==> config.mk <==
export PLATFORM = sky130hd
export DESIGN_NAME = spq_ctrl
export DESIGN_NICKNAME = d
export VERILOG_FILES = /design/src/rtl/spq_pkg.sv /design/src/rtl/spq_ctrl.sv
export SDC_FILE = /design/constraint.sdc
export NUM_CORES = 1
export LEC_CHECK = 0
export ABC_AREA = 0
export BUFFER_PORTS_ARGS = -buffer_cell sky130_fd_sc_hd__buf_2
export CAP_MARGIN = 20
export CORE_AREA = 5 5 42 44
export DETAILED_ROUTE_END_ITERATION = 12
export DIE_AREA = 0 0 47 49
export HOLD_SLACK_MARGIN = 0.08
export PLACE_DENSITY = 0.72
export SETUP_SLACK_MARGIN = 0.4
export SLEW_MARGIN = 0
export SYNTH_ARGS = -nofsm -noshare
export SYNTH_HDL_FRONTEND = slang
export SYNTH_SLANG_ARGS = --single-unit
export TNS_END_PERCENT = 30
==> constraint.sdc <==
create_clock -name clk -period 1.4 [get_ports clk]
set_clock_uncertainty 0.1 [all_clocks]
set_input_delay 0.07 -clock clk [delete_from_list [all_inputs] [get_ports clk]]
set_output_delay 0.07 -clock clk [all_outputs]
set_load 0.005 [all_outputs]
==> src/rtl/spq_pkg.sv <==
`timescale 1ns / 1ps
// ----------------------------------------------------------------------------
// spq_pkg
// Shared types and constants of the stable priority queue: field widths,
// result status codes, the stored slot layout and the controller/datapath
// command and status bundles.
// ----------------------------------------------------------------------------
package spq_pkg;

  localparam int PRIO_W   = 8;
  localparam int ID_W     = 17;
  localparam int BYTES_W  = 32;
  localparam int HANDLE_W = 32;
  localparam int STATUS_W = 2;
  localparam int HELD_W   = 7;

  localparam logic MODE_PUSH = 1'b0;
  localparam logic MODE_POP  = 1'b1;

  typedef enum logic [STATUS_W-1:0] {
    ST_PUSHED = 2'd0,
    ST_POPPED = 2'd1,
    ST_EMPTY  = 2'd2,
    ST_FULL   = 2'd3
  } status_t;

  // Read address choices of the slot memory.
  typedef enum logic [1:0] {
    RD_HEAD,
    RD_TAIL_PREV,
    RD_PTR_PREV2
  } rd_sel_t;

  typedef struct packed {
    logic [PRIO_W-1:0]   prio;
    logic [ID_W-1:0]     id;
    logic [BYTES_W-1:0]  bytes;
    logic [HANDLE_W-1:0] handle;
  } slot_t;

  typedef struct packed {
    logic    take;
    logic    rd_en;
    rd_sel_t rd_sel;
    logic    shift;
    logic    insert;
    logic    pop;
    logic    res_load;
    status_t res_status;
  } cmd_t;

  typedef struct packed {
    logic empty;
    logic full;
    logic shift_needed;
    logic last_shift;
  } stat_t;

endpackage

==> src/rtl/spq_ctrl.sv <==
`timescale 1ns / 1ps
// ----------------------------------------------------------------------------
// spq_ctrl
// Sequencer of the stable priority queue: takes one word at a time, walks
// the insertion scan from the tail and loads the result register.
// ----------------------------------------------------------------------------
module spq_ctrl (
  input  logic           clk,
  input  logic           rst,
  input  logic           in_valid,
  input  logic           in_mode,
  output logic           in_stall,
  output logic           out_valid,
  input  logic           out_stall,
  input  spq_pkg::stat_t stat,
  output spq_pkg::cmd_t  cmd
);

  typedef enum logic [2:0] {
    IDLE,
    POP_RD,
    SCAN,
    PLACE,
    REPORT
  } state_t;

  state_t           state;
  state_t           state_next;
  spq_pkg::status_t rep_status;
  spq_pkg::status_t rep_status_next;
  logic             out_free;

  assign out_free = !out_valid || !out_stall;
  assign in_stall = (state != IDLE);

  always_comb begin
    cmd             = '0;
    cmd.rd_sel      = spq_pkg::RD_HEAD;
    cmd.res_status  = spq_pkg::ST_PUSHED;
    state_next      = state;
    rep_status_next = rep_status;
    case (state)
      IDLE: begin
        if (in_valid) begin
          cmd.take = 1'b1;
          if (in_mode == spq_pkg::MODE_POP) begin
            if (stat.empty) begin
              rep_status_next = spq_pkg::ST_EMPTY;
              state_next      = REPORT;
            end else begin
              cmd.rd_en  = 1'b1;
              cmd.rd_sel = spq_pkg::RD_HEAD;
              state_next = POP_RD;
            end
          end else if (stat.full) begin
            rep_status_next = spq_pkg::ST_FULL;
            state_next      = REPORT;
          end else if (stat.empty) begin
            state_next = PLACE;
          end else begin
            cmd.rd_en  = 1'b1;
            cmd.rd_sel = spq_pkg::RD_TAIL_PREV;
            state_next = SCAN;
          end
        end
      end
      POP_RD: begin
        if (out_free) begin
          cmd.pop        = 1'b1;
          cmd.res_load   = 1'b1;
          cmd.res_status = spq_pkg::ST_POPPED;
          state_next     = IDLE;
        end
      end
      SCAN: begin
        // Entries with a higher priority value move back one slot.
        if (stat.shift_needed) begin
          cmd.shift  = 1'b1;
          cmd.rd_en  = 1'b1;
          cmd.rd_sel = spq_pkg::RD_PTR_PREV2;
          if (stat.last_shift) begin
            state_next = PLACE;
          end
        end else begin
          state_next = PLACE;
        end
      end
      PLACE: begin
        if (out_free) begin
          cmd.insert     = 1'b1;
          cmd.res_load   = 1'b1;
          cmd.res_status = spq_pkg::ST_PUSHED;
          state_next     = IDLE;
        end
      end
      REPORT: begin
        if (out_free) begin
          cmd.res_load   = 1'b1;
          cmd.res_status = rep_status;
          state_next     = IDLE;
        end
      end
      default: begin
        state_next = IDLE;
      end
    endcase
  end

  always_ff @(posedge clk) begin
    if (rst) begin
      state      <= IDLE;
      rep_status <= spq_pkg::ST_PUSHED;
      out_valid  <= 1'b0;
    end else begin
      state      <= state_next;
      rep_status <= rep_status_next;
      out_valid  <= cmd.res_load || (out_valid && out_stall);
    end
  end

endmodule

==> results.md, run 1 <==
- After layout, the worst path uses 104% of the clock period.
- For this block, wires on met1 add up to 543 µm.
- The commonest cells after synthesis are 6 x sky130_fd_sc_hd__dfxtp_1, 6 x sky130_fd_sc_hd__nor2b_1, 5 x sky130_fd_sc_hd__a21oi_1, 5 x sky130_fd_sc_hd__nor2_1, 5 x sky130_fd_sc_hd__nor3_1.
- The maximum clock insertion buffer count is 2.
- The pre-CTS setup slack is 0.151 ns.
- The die is roughly 50 µm tall.
- The first global-routing pass estimated around 2000 µm of wire.
- The total internal power is about 400 µW.
- The required time at the endpoint of the critical path is roughly 1.2 ns.
- Headroom to the max-slew limit came out at roughly 80%.
- The number of global-route vias before repair is just under 500.
- The wire-length estimate of the detail-placed layout is about 800 µm.
- Counting instances, the worst hold path has a depth of 3.
- The net switching power is 173 µW.
- Setup repair after global routing could not meet its margin everywhere.
- Sequential cells account for 36.1% of the total power.
- The number of CTS-inserted buffers is 3.
- In the post-synthesis netlist, the biggest area contributors are sky130_fd_sc_hd__dfxtp_1 28%, sky130_fd_sc_hd__nor2b_1 8.9%, sky130_fd_sc_hd__a21oi_1 5.9%.
- The count of endpoints failing hold in the final timing report was 0.
- The final RePlAce weighted congestion is 0.696.
- Counting every sink on the clock net gives 6.
- The final design utilization is approximately 49%.
- The tightest min-delay check is of the input pin to flop type.
- The number of design-rule violations left by the first detailed-router iteration is 10.
- The clock tree root buffer cell is sky130_fd_sc_hd__clkbuf_4.
- CTS built an H-tree with a depth of 1.
- Counting every net in the synthesized netlist gives 64.
- The number of max-slew violations in the final report is 0.
- VDD sags by at most between 300 and 400 µV.
- The worst setup path is launched from a flop.
- The global-route usage over all layers is between 10% and 20%.
- After detailed routing, the number of remaining DRC violations is 0.
- In this run the register-to-register setup slack is 0.12 ns.
- The capturing element type of the critical path is a primary output.
- Setup violations remaining at the end of the flow were counted as 2.
- The synthesized area is between 400 and 500 µm².
- The average instance in the mapped netlist occupies 7.67 µm².
- The number of antenna violations at the first check in global routing is 0.
- The power per standard cell area is 823 nW/µm².
- Of the post-synthesis cell area, the dominant cell type holds between 20 and 30%.
- The fraction of layout cells with a size suffix above 1 is between 60% and 70%.
- Yosys mapped a number of flops with a built-in enable equal to 0.
- The met3 wire length is 61 µm.
- The number of distinct library cells after synthesis is 26.
- After synthesis, the share of flip-flops with an asynchronous set or reset is 0%.
- The highest metal layer with signal wires is met3.
- For the worst-skew pair, the clock arrives at the later sink with an insertion delay of between 0.2 and 0.25 ns.
- The count of boundary I/O pins is 21.
- Global routing finished with a remaining overflow of 0.
- The via count normalized by instance count is 4.92.
- The number of buffers inserted by hold repair at cts is 1.
- In the synthesized netlist the dominant register cell turns out to be sky130_fd_sc_hd__dfxtp_1.
- The flow ran to the end, but the final reports show violations.
- After detailed routing, the average wire length per cell comes to between 10 and 15 µm.
- The largest fanout of any net on the critical path is 8.
- The critical path in this run is classified as flop to primary output.
- The relative area change from synthesis to final layout is 62.0%.
- In the post-route analysis, the smallest setup slack over all paths is -0.0529 ns.
- The number of placed instances, taps included, is 89.
- For this run, the register share of the synthesized area comes to ~28%.
- The synthesized instance count is 55.
- The maximum number of pins on one net before global-route repair is 9.
- The switching power share of the total is 30.8%.
- The port buffer count is 20.
- The arrival time at the worst endpoint is around 1.3 ns.
- The overall power of the completed layout is 562 µW.
- Detailed routing placed a total of around 670 µm of wire on met2.
- The final critical path time including I/O delays and setup is about 1.5 ns.
- The final reports fail on negative setup slack.
- The net total in the final layout is 93.
- The core region is between 1000 and 1500 µm².
- Once detail routing completed, the nets flagged for antenna violations numbered 0.
- For the pin with the worst max-slew slack, the measured transition is 0.275 ns.
- The starting density of the core is about 30%.
- The floorplan has 14 rows.
- TritonCTS built the clock tree.
- The post-CTS clock slew at the launch and capture registers of the worst setup and hold paths is 0.05 ns.
- The count of cells in the finished layout, fillers not included, comes to between 90 and 100.
- The final route contains between 400 and 500 vias.
- The flop and latch count out of synthesis is 6.
- The clock network accounts for just over 30% of the total power.
- The die covers around 2300 µm².
- The part of the power in combinational logic is about 33%.
- 0 antenna diodes ended up in the layout.
- The first-pass detailed-route iteration total is 4.
- The instance area at placement is 539 µm².
- The fmax is about 0.69 GHz.
- Summed over all cells, the static leakage comes to between 0.3 and 0.4 nW.
- The fill cell instance count of the final layout is between 150 and 200.
- For this run, the number of Yosys warnings is 0.
- Across the run, the number of max-cap violations was 0.
- The largest area contributor in the netlist is sky130_fd_sc_hd__dfxtp_1.
- The depth of the worst register-to-register path is 5.
- The die boundary width is 47 µm.
- The final layout contains routed wiring with a total length of between 1000 and 1500 µm.
- The post-route standard cell area excluding fillers is between 600 and 700 µm².
-- layout make-up --
type | count | area, µm² | area share (%)
inverter | 3 | 16.3 | 2.38
sequential | 6 | 131 | 19.2
multi-input combinational | 44 | 335 | 49.1
tap | 16 | 20.0 | 2.93
timing repair buffer | 26 | 154 | 22.5
clock buffer | 4 | 26.3 | 3.85
-- cells by family (layout without fill, tap and decap cells) --
kind of cell | count (synthesis) | count (layout) | synth area share [%]
buffers and inverters | 5 | 33 | 6.53
flip-flops | 6 | 6 | 28.5
AND/OR/NAND/NOR | 33 | 33 | 47.2
AO/OA/AOI/OAI | 11 | 11 | 17.8
-- placed cells by master, fill, tap and decap left out, drive strengths merged, types with 2 or more instances in the layout --
master and count:
buf 25, a21oi 6, nor2b 6, nor3 6
dfxtp 6, nor2 5, nand2 4, clkbuf 4
and3 3, and2 2, o21ai 2, inv 2
-- through the flow --
step	hold WS (ns)	setup TNS, ns
3_3_place_gp	0.220	0
2_1_floorplan	0.0294	0
3_5_place_dp	0.220	0
6_report	0.0678	-0.0797
5_1_grt	0.0870	-0.361
4_1_cts	0.0503	-0.0719
-- flip-flops by register name, indices dropped and copies added (netlist names) --
| name | cells |
|---|---|
| out_valid | 1 |
| rep_status | 2 |
| state | 3 |
-- timing repair --
action                     in CTS  in global routing
hold endpoints to repair        6                  1
buffers inserted                3                  2
pin swaps                       5                  9
resized for setup              11                  9
setup endpoints to repair      17                 17
-- routing by layer --
layer	vias to the layer above	GRT usage (%)
met2	10	19.0
met1	226	13.5
met3	0	1.48
met4	0	4.15
met5	-	0
li1	251	-
-- worst max-delay path, stage by stage, from the launching register on --
cell	delay (ns)
sky130_fd_sc_hd__dfxtp_4	0.41
sky130_fd_sc_hd__nor2_2	0.07
sky130_fd_sc_hd__and3_4	0.17
sky130_fd_sc_hd__or2_2	0.28
sky130_fd_sc_hd__buf_2	0.13
-- power groups by stage --
stage | Clock (mW) | Combinational, mW | Sequential, mW
floorplan | 0 | 0.0906 | 0.200
global placement | 0 | 0.133 | 0.207
global route | 0.192 | 0.207 | 0.205
detailed placement | 0 | 0.133 | 0.208
finish | 0.172 | 0.188 | 0.203
CTS | 0.174 | 0.165 | 0.200
-- path summary, 6_finish.rpt --
| path | endpoint | start |
|---|---|---|
| worst max-delay path | cmd[8] | state[2] |
| worst min-delay path | out_valid | out_stall |
| worst max register to register | state[2] | state[2] |
| worst min register to register | rep_status[1] | rep_status[1] |
(Power assumes the default switching activity.)
==> run 2: changes to the inputs <==
--- a/constraint.sdc
+++ b/constraint.sdc
@@ -4,2 +4,2 @@
 set_output_delay 0.07 -clock clk [all_outputs]
-set_load 0.005 [all_outputs]
+set_load 0.1 [all_outputs]
==> run 2 against run 1 <==
  * The run still ends with negative setup slack left
  * Count of clock-buffer cells in the layout unchanged
  * Cell count up 6.1%
  * Largest cell class unchanged
  * Die area unchanged
  * Global-route usage up 3.8 points
  * Sequential power about the same
  * Hold slack worse by 0.038 ns
  * Routed wire length up 9.4%
  * Final area up 37%
  * Register-to-register slack worse by 0.12 ns
==> results.md, run 2 (synthesis gave the netlist of run 1 again) <==
- The flow ran to the end, but the final reports show violations.
- The final reports fail on negative setup slack.
- The register with the highest flop count is state.
- The clock tree root buffer cell is sky130_fd_sc_hd__clkbuf_4.
- The total clock sinks is 6 (unchanged).
- The depth of the worst register-to-register path came to 6 (+1).
- The number of CTS-inserted buffers is 3 (unchanged).
- The total DRC errors in the routed layout is 0 (unchanged).
- The non-filler instance count after layout is 105 (+6.1%).
- The number of buffers inserted by hold repair at cts came to 1 (unchanged).
- The type of the tightest min-delay check is input pin to flop.
- The final design utilization is 66.8% (+18 points).
- The relative max-transition margin is 80.1% (-1.6 points).
- The number of global-route vias before repair came to 559 (+15%).
- The count of endpoints failing hold in the final timing report is 0 (unchanged).
- The fraction of layout cells with a size suffix above 1 was 67.4% (+7.2 points).
- The number of design-rule violations left by the first detailed-router iteration came to 1 (-9).
- The via count normalized by instance count is 5.09 (+3.4%).
- The fill cell instance count of the final layout is 107 (-31%).
- The final critical path time including I/O delays and setup is 1.56 ns (+0.106 ns).
- Setup repair after global routing could not meet its margin everywhere.
- The fmax came to 0.642 GHz (-6.8%).
- The standby leakage power came to 0.392 nW (+20%).
- The post-CTS clock slew at the launch and capture registers of the worst setup and hold paths is 0.05 ns (about the same).
- The floorplan die area is 2300 µm² (unchanged).
- The placed wire-length estimate came to 1000 µm (+25%).
- The detailed-route wire length came to 1400 µm (+9.4%).
- The number of antenna violations at the first check in global routing is 0 (unchanged).
- In this run the critical register-to-register path is launched from state[1].
- The core box area is 1400 µm² (unchanged).
- The required time at the endpoint of the critical path is 1.23 ns (about the same).
- The number of max-slew violations in the final report is 0 (unchanged).
- The number of maximum-capacitance constraint violations is 0 (unchanged).
- The count of placed standard cells including taps is 94 (+5.6%).
- The number of setup violations in the final report was 10 (+8).
- The origin of the worst setup path is state[0].
- The largest fanout of any net on the critical path is 7 (-1).
- The summed negative setup slack over all endpoints is -1.12 ns (-1.04 ns).
- The worst setup path is launched from a flop.
- In the layout the commonest cells are 11 x sky130_fd_sc_hd__buf_12, 11 x sky130_fd_sc_hd__buf_4, 8 x sky130_fd_sc_hd__buf_2, 4 x sky130_fd_sc_hd__a21oi_1, 4 x sky130_fd_sc_hd__dfxtp_4.
- The number of nets with antenna violations after routing is 0 (unchanged).
- The startpoint of the tightest hold check path is out_stall.
- The terminus of the critical flop-to-flop path is state[0].
- The mean routed wirelength per cell is 13.3 µm (+3.1%).
- The die boundary width is 47 µm (unchanged).
- The maximum number of pins on one net before global-route repair is 8 (-1).
- The worst setup path is captured at a primary output.
- The actual transition at the worst max-transition pin is 0.297 ns (+0.0228 ns).
- The count of boundary I/O pins is 21 (unchanged).
- The row count is 14 (unchanged).
- The power per standard cell area was 949 nW/µm² (+15%).
- The maximum vdd drop is 770 µV (+95%).
- The number of stages on the worst hold path is 3 (unchanged).
- The insertion delay of the later-clocked pin in the worst-skew pair is 0.25 ns (about the same).
- The height of the die is 49 µm (unchanged).
- The final RePlAce weighted congestion is 0.739 (+6.2%).
- The starting density of the core is 30.1% (unchanged).
- The critical path is of the flop to primary output type.
- The arrival time at the worst endpoint is 1.39 ns (+0.11 ns).
- The via count is 534 (+9.7%).
- In the final layout, the registers with the most flip-flops are state: 3 flops, rep_status: 2 flops, out_valid: 1 flops.
- The worst reg-to-reg setup slack is 0 ns (-0.12 ns).
- The final-layout worst hold slack is 0.0300 ns (-0.0377 ns).
- The path with the worst hold slack has its endpoint at out_valid.
- The number of flip-flops in the largest register is 3 (unchanged).
- The total global routing overflow is 0 (unchanged).
- The net total in the final layout is 99 (+6.5%).
- TritonCTS built the clock tree.
- The first-pass detailed-route iteration total is 2 (-2).
- The setup slack after layout is -0.159 ns (-0.106 ns).
- The port buffer count is 20 (unchanged).
- The first-pass GRT wire length was 2470 µm (+24%).
- The maximum clock insertion buffer count is 2 (unchanged).
- The number of levels the H-tree was split into is 1 (unchanged).
- The global-route usage over all layers is 14.9% (+3.8 points).
- The final antenna diode count is 0 (unchanged).
- The final cycle utilization of the critical path is 111% (+7.6 points).
- The relative area change from synthesis to final layout is 122%.
run 2: cell types whose count changed in the layout (fill, tap and decap cells not counted), moves of 2 or more:
cell,change
sky130_fd_sc_hd__buf_12,+11
sky130_fd_sc_hd__buf_2,-11
sky130_fd_sc_hd__buf_4,+6
sky130_fd_sc_hd__nor3_4,+2
run 2: timing repair:
action,in CTS,in global routing
endpoints found under the hold margin,6,1
pin swaps,7,2
resized for setup,13,4
endpoints found under the setup margin,18,18
setup buffers,5,1
run 2: critical path, stage by stage (launching register included):
cell and delay, ns:
sky130_fd_sc_hd__dfxtp_4 0.39, sky130_fd_sc_hd__nor2_1 0.09, sky130_fd_sc_hd__and3_2 0.22, sky130_fd_sc_hd__or2_4 0.25, sky130_fd_sc_hd__buf_12 0.16
run 2: worst max-delay path by stage:
stage	to	slack, ns	cells past startpoint
floorplan	cmd[6]	-0.50	4
global placement	cmd[8]	0.04	4
detailed placement	rep_status[0]	-0.04	5
CTS	cmd[8]	-0.15	5
global route	cmd[8]	-0.25	5
finish	cmd[8]	-0.16	4
run 2: area by class of cell:
class	instances	area [µm²]	area share, %
multi-input cells	44	372	39.7
inverters	3	15.0	1.60
clock buffers	4	26.3	2.81
well taps	16	20.0	2.14
repair buffers	32	368	39.3
flip-flops and latches	6	135	14.4
run 2: power breakdown:
part	switching, mW	internal [mW]
logic	0.311	0.193
clock network	0.0734	0.109
registers	0.0189	0.183
run 2: stage by stage:
stage	worst slack [ns]	instance area (µm²)	power, mW
3_5_place_dp	-0.0407	807	0.664
2_1_floorplan	-0.497	507	0.506
5_1_grt	-0.247	936	0.933
6_report	-0.159	936	0.888
4_1_cts	-0.145	915	0.881
3_3_place_gp	0.0445	807	0.658
run 2: routing by layer:
metal / routed length (µm) / GRT usage [%] / vias up / share of wire [%]
met3: 58 / 1.48 / 5 / 4.2
met2: 755 / 24.4 / 13 / 54
li1: - / - / 266 / -
met5: 0 / 0 / - / 0
met4: 49 / 11.1 / 0 / 3.5
met1: 533 / 16.7 / 250 / 38
==> run 3: changes to the inputs <==
Settings changed: BUFFER_PORTS_ARGS -buffer_cell sky130_fd_sc_hd__buf_2 to not set, DONT_BUFFER_PORTS set to 1, PLACE_DENSITY 0.72 to 0.58.
==> run 3 against run 2 <==
  * The run ends with negative hold slack, negative setup slack left
  * Non-clock buffer count is 11 lower
  * Via count fell by 7.1%
  * Sequential share of layout area is 0.84 points higher
  * Routed wire length decreased by 5.4%
  * Register-to-register slack better by 0.03 ns
  * Sequential power is essentially flat
  * Cell count is 10% lower
  * Hold slack worse by 0.13 ns
  * Critical path depth unchanged
  * Final area is 5.5% lower
  * Power decreased by 4.7%
  * Maximum frequency increased by 0.90%
  * Critical path type unchanged
  * Largest power group unchanged
==> results.md, run 3 (synthesis gave the netlist of run 1 again) <==
- The fraction of layout cells with a size suffix above 1 came to 61.5% (-5.9 points).
- The core box area was 1400 µm² (unchanged).
- The final-layout worst hold slack is -0.0956 ns (-0.126 ns).
- The pre-CTS setup slack came to 0.000250 ns (+0.0409 ns).
- The relative area change from synthesis to final layout is 110%.
- The maximum clock insertion buffer count is 2 (unchanged).
- The number of CTS-inserted buffers is 3 (unchanged).
- The startpoint class of the critical path is a flop.
- The worst reg-to-reg setup slack is 0.03 ns (+0.03 ns).
- The capturing element type of the critical path is a primary output.
- The row count came to 14 (unchanged).
- The number of levels the H-tree was split into is 1 (unchanged).
- The first-pass GRT wire length is 2210 µm (-11%).
- The total global routing overflow was 0 (unchanged).
- The maximum vdd drop is 530 µV (-31%).
- Setup repair after global routing could not meet its margin everywhere.
- The net total in the final layout is 88 (-11%).
- The register with the highest flop count is state.
- The via count normalized by instance count is 5.28 (+3.8%).
- The starting density of the core is 30.1% (unchanged).
- The count of boundary I/O pins is 21 (unchanged).
- The final critical path time including I/O delays and setup is 1.54 ns (-0.0140 ns).
- The number of global-route vias before repair is 488 (-13%).
- The required time at the endpoint of the critical path is 1.23 ns (about the same).
- The number of antenna violations at the first check in global routing is 0 (unchanged).
- The final antenna diode count came to 0 (unchanged).
- The count of endpoints failing hold in the final timing report is 2 (+2).
- The largest fanout of any net on the critical path is 5 (-2).
- The placed wire-length estimate was 867 µm (-14%).
- The actual transition at the worst max-transition pin is 0.291 ns (-0.00650 ns).
- The maximum number of pins on one net before global-route repair is 9 (+1).
- In this run the critical register-to-register path is launched from state[0].
- The insertion delay of the later-clocked pin in the worst-skew pair is 0.25 ns (about the same).
- The final RePlAce weighted congestion was 0.736 (-0.39%).
- The final reports fail on negative hold slack, negative setup slack.
- The number of maximum-capacitance constraint violations is 0 (unchanged).
- The largest registers in the layout are state: 3 flops, rep_status: 2 flops, out_valid: 1 flops.
- The depth of the worst register-to-register path is 5 (-1).
- The setup slack after layout is -0.145 ns (+0.0140 ns).
- The number of nets with antenna violations after routing is 0 (unchanged).
- The critical path class is flop to primary output.
- The run finished, with violations left.
- The relative max-transition margin was 80.5% (+0.41 points).
- The post-CTS clock slew at the launch and capture registers of the worst setup and hold paths is 0.05 ns (about the same).
- The summed negative setup slack over all endpoints came to -0.689 ns (+0.433 ns).
- The destination of the worst hold path is out_valid.
- Leaving out fill and tap cells, the most frequent cells in the layout are 11 x sky130_fd_sc_hd__buf_12, 6 x sky130_fd_sc_hd__buf_4, 4 x sky130_fd_sc_hd__a21oi_1, 4 x sky130_fd_sc_hd__dfxtp_4.
- The fmax is 0.647 GHz (+0.90%).
- The via count is 496 (-7.1%).
- The terminus of the critical flop-to-flop path is rep_status[0].
- The power per standard cell area is 957 nW/µm² (+0.85%).
- The first-pass detailed-route iteration total is 3 (+1).
- The number of setup violations in the final report is 7 (-3).
- The final cycle utilization of the critical path is 110% (-1.0 points).
- The worst hold path begins at out_stall.
- The total clock sinks was 6 (unchanged).
- The total DRC errors in the routed layout is 0 (unchanged).
- Leaving out fill and tap cells, the most frequent cell in the layout is sky130_fd_sc_hd__buf_12.
- The number of max-slew violations in the final report came to 0 (unchanged).
- The number of stages on the worst hold path is 2 (-1).
- The number of flip-flops in the largest register is 3 (unchanged).
- In this run the worst hold path is classified as input pin to flop.
- The arrival time at the worst endpoint is 1.37 ns (-0.02 ns).
- The clock tree root buffer cell is sky130_fd_sc_hd__clkbuf_4.
- TritonCTS built the clock tree.
- The height of the die is 49 µm (unchanged).
- The number of buffers inserted by hold repair at cts is 3 (+2).
- The global-route usage over all layers came to 13.0% (-1.9 points).
- The standby leakage power is 0.342 nW (-13%).
- The mean routed wirelength per cell is 14.1 µm (+5.7%).
- The die boundary width is 47 µm (unchanged).
- The port buffer count was 0 (-100%).
- The detailed-route wire length is 1320 µm (-5.4%).
- The floorplan die area is 2300 µm² (unchanged).
- The number of design-rule violations left by the first detailed-router iteration is 1 (unchanged).
==> run 3: how the worst max path moves through the flow <==
| stage | start | to |
|---|---|---|
| 2_1_floorplan | state[1] | cmd[6] |
| 3_3_place_gp | state[0] | cmd[8] |
| 3_5_place_dp | state[0] | cmd[8] |
| 4_1_cts | state[0] | cmd[8] |
| 5_1_grt | state[0] | cmd[8] |
| 6_report | state[0] | cmd[8] |
==> run 3: repair_timing <==
action | 4_1_cts | 5_1_grt
hold endpoints to repair | 6 | 2
resized for setup | 18 | 4
endpoints found under the setup margin | 18 | 18
pin swaps | 9 | 1
buffers inserted | 5 | 0
==> run 3: where the power goes <==
group,switching [mW],internal (mW)
logic,0.294,0.175
clock network,0.0667,0.108
registers,0.0190,0.183
total,0.380,0.466
==> run 3: stage by stage <==
stage	area, µm²	hold WS [ns]	util [%]	power, mW	std cells
2_1_floorplan	507	0.0294	-	0.506	55
3_3_place_gp	714	0.0321	51.0	0.611	82
3_5_place_dp	714	0.0325	51.0	0.616	82
4_1_cts	868	-0.0955	62.0	0.845	94
5_1_grt	885	-0.0883	63.1	0.886	94
6_report	885	-0.0956	63.1	0.846	94
==> run 3: worst max-delay path: stages, from the launching register on <==
cell                      delay, ns
sky130_fd_sc_hd__dfxtp_4       0.39
sky130_fd_sc_hd__nor2_2        0.06
sky130_fd_sc_hd__and3_2        0.24
sky130_fd_sc_hd__or2_4         0.26
sky130_fd_sc_hd__buf_12        0.16
==> run 3: metal layers <==
layer,track usage (%),up-vias,wire (µm)
met2,20.4,16,733
met3,7.01,0,88
met4,2.76,0,0
met1,15.2,235,500
met5,0,-,0
li1,-,245,-
==> run 3: cell type report <==
type / instances / area, µm²
clock buffer: 4 / 26.3
fill: 124 / 517
inverter: 3 / 12.5
multi-input combinational: 44 / 380
sequential: 6 / 135
tap: 16 / 20.0
timing repair buffer: 21 / 310
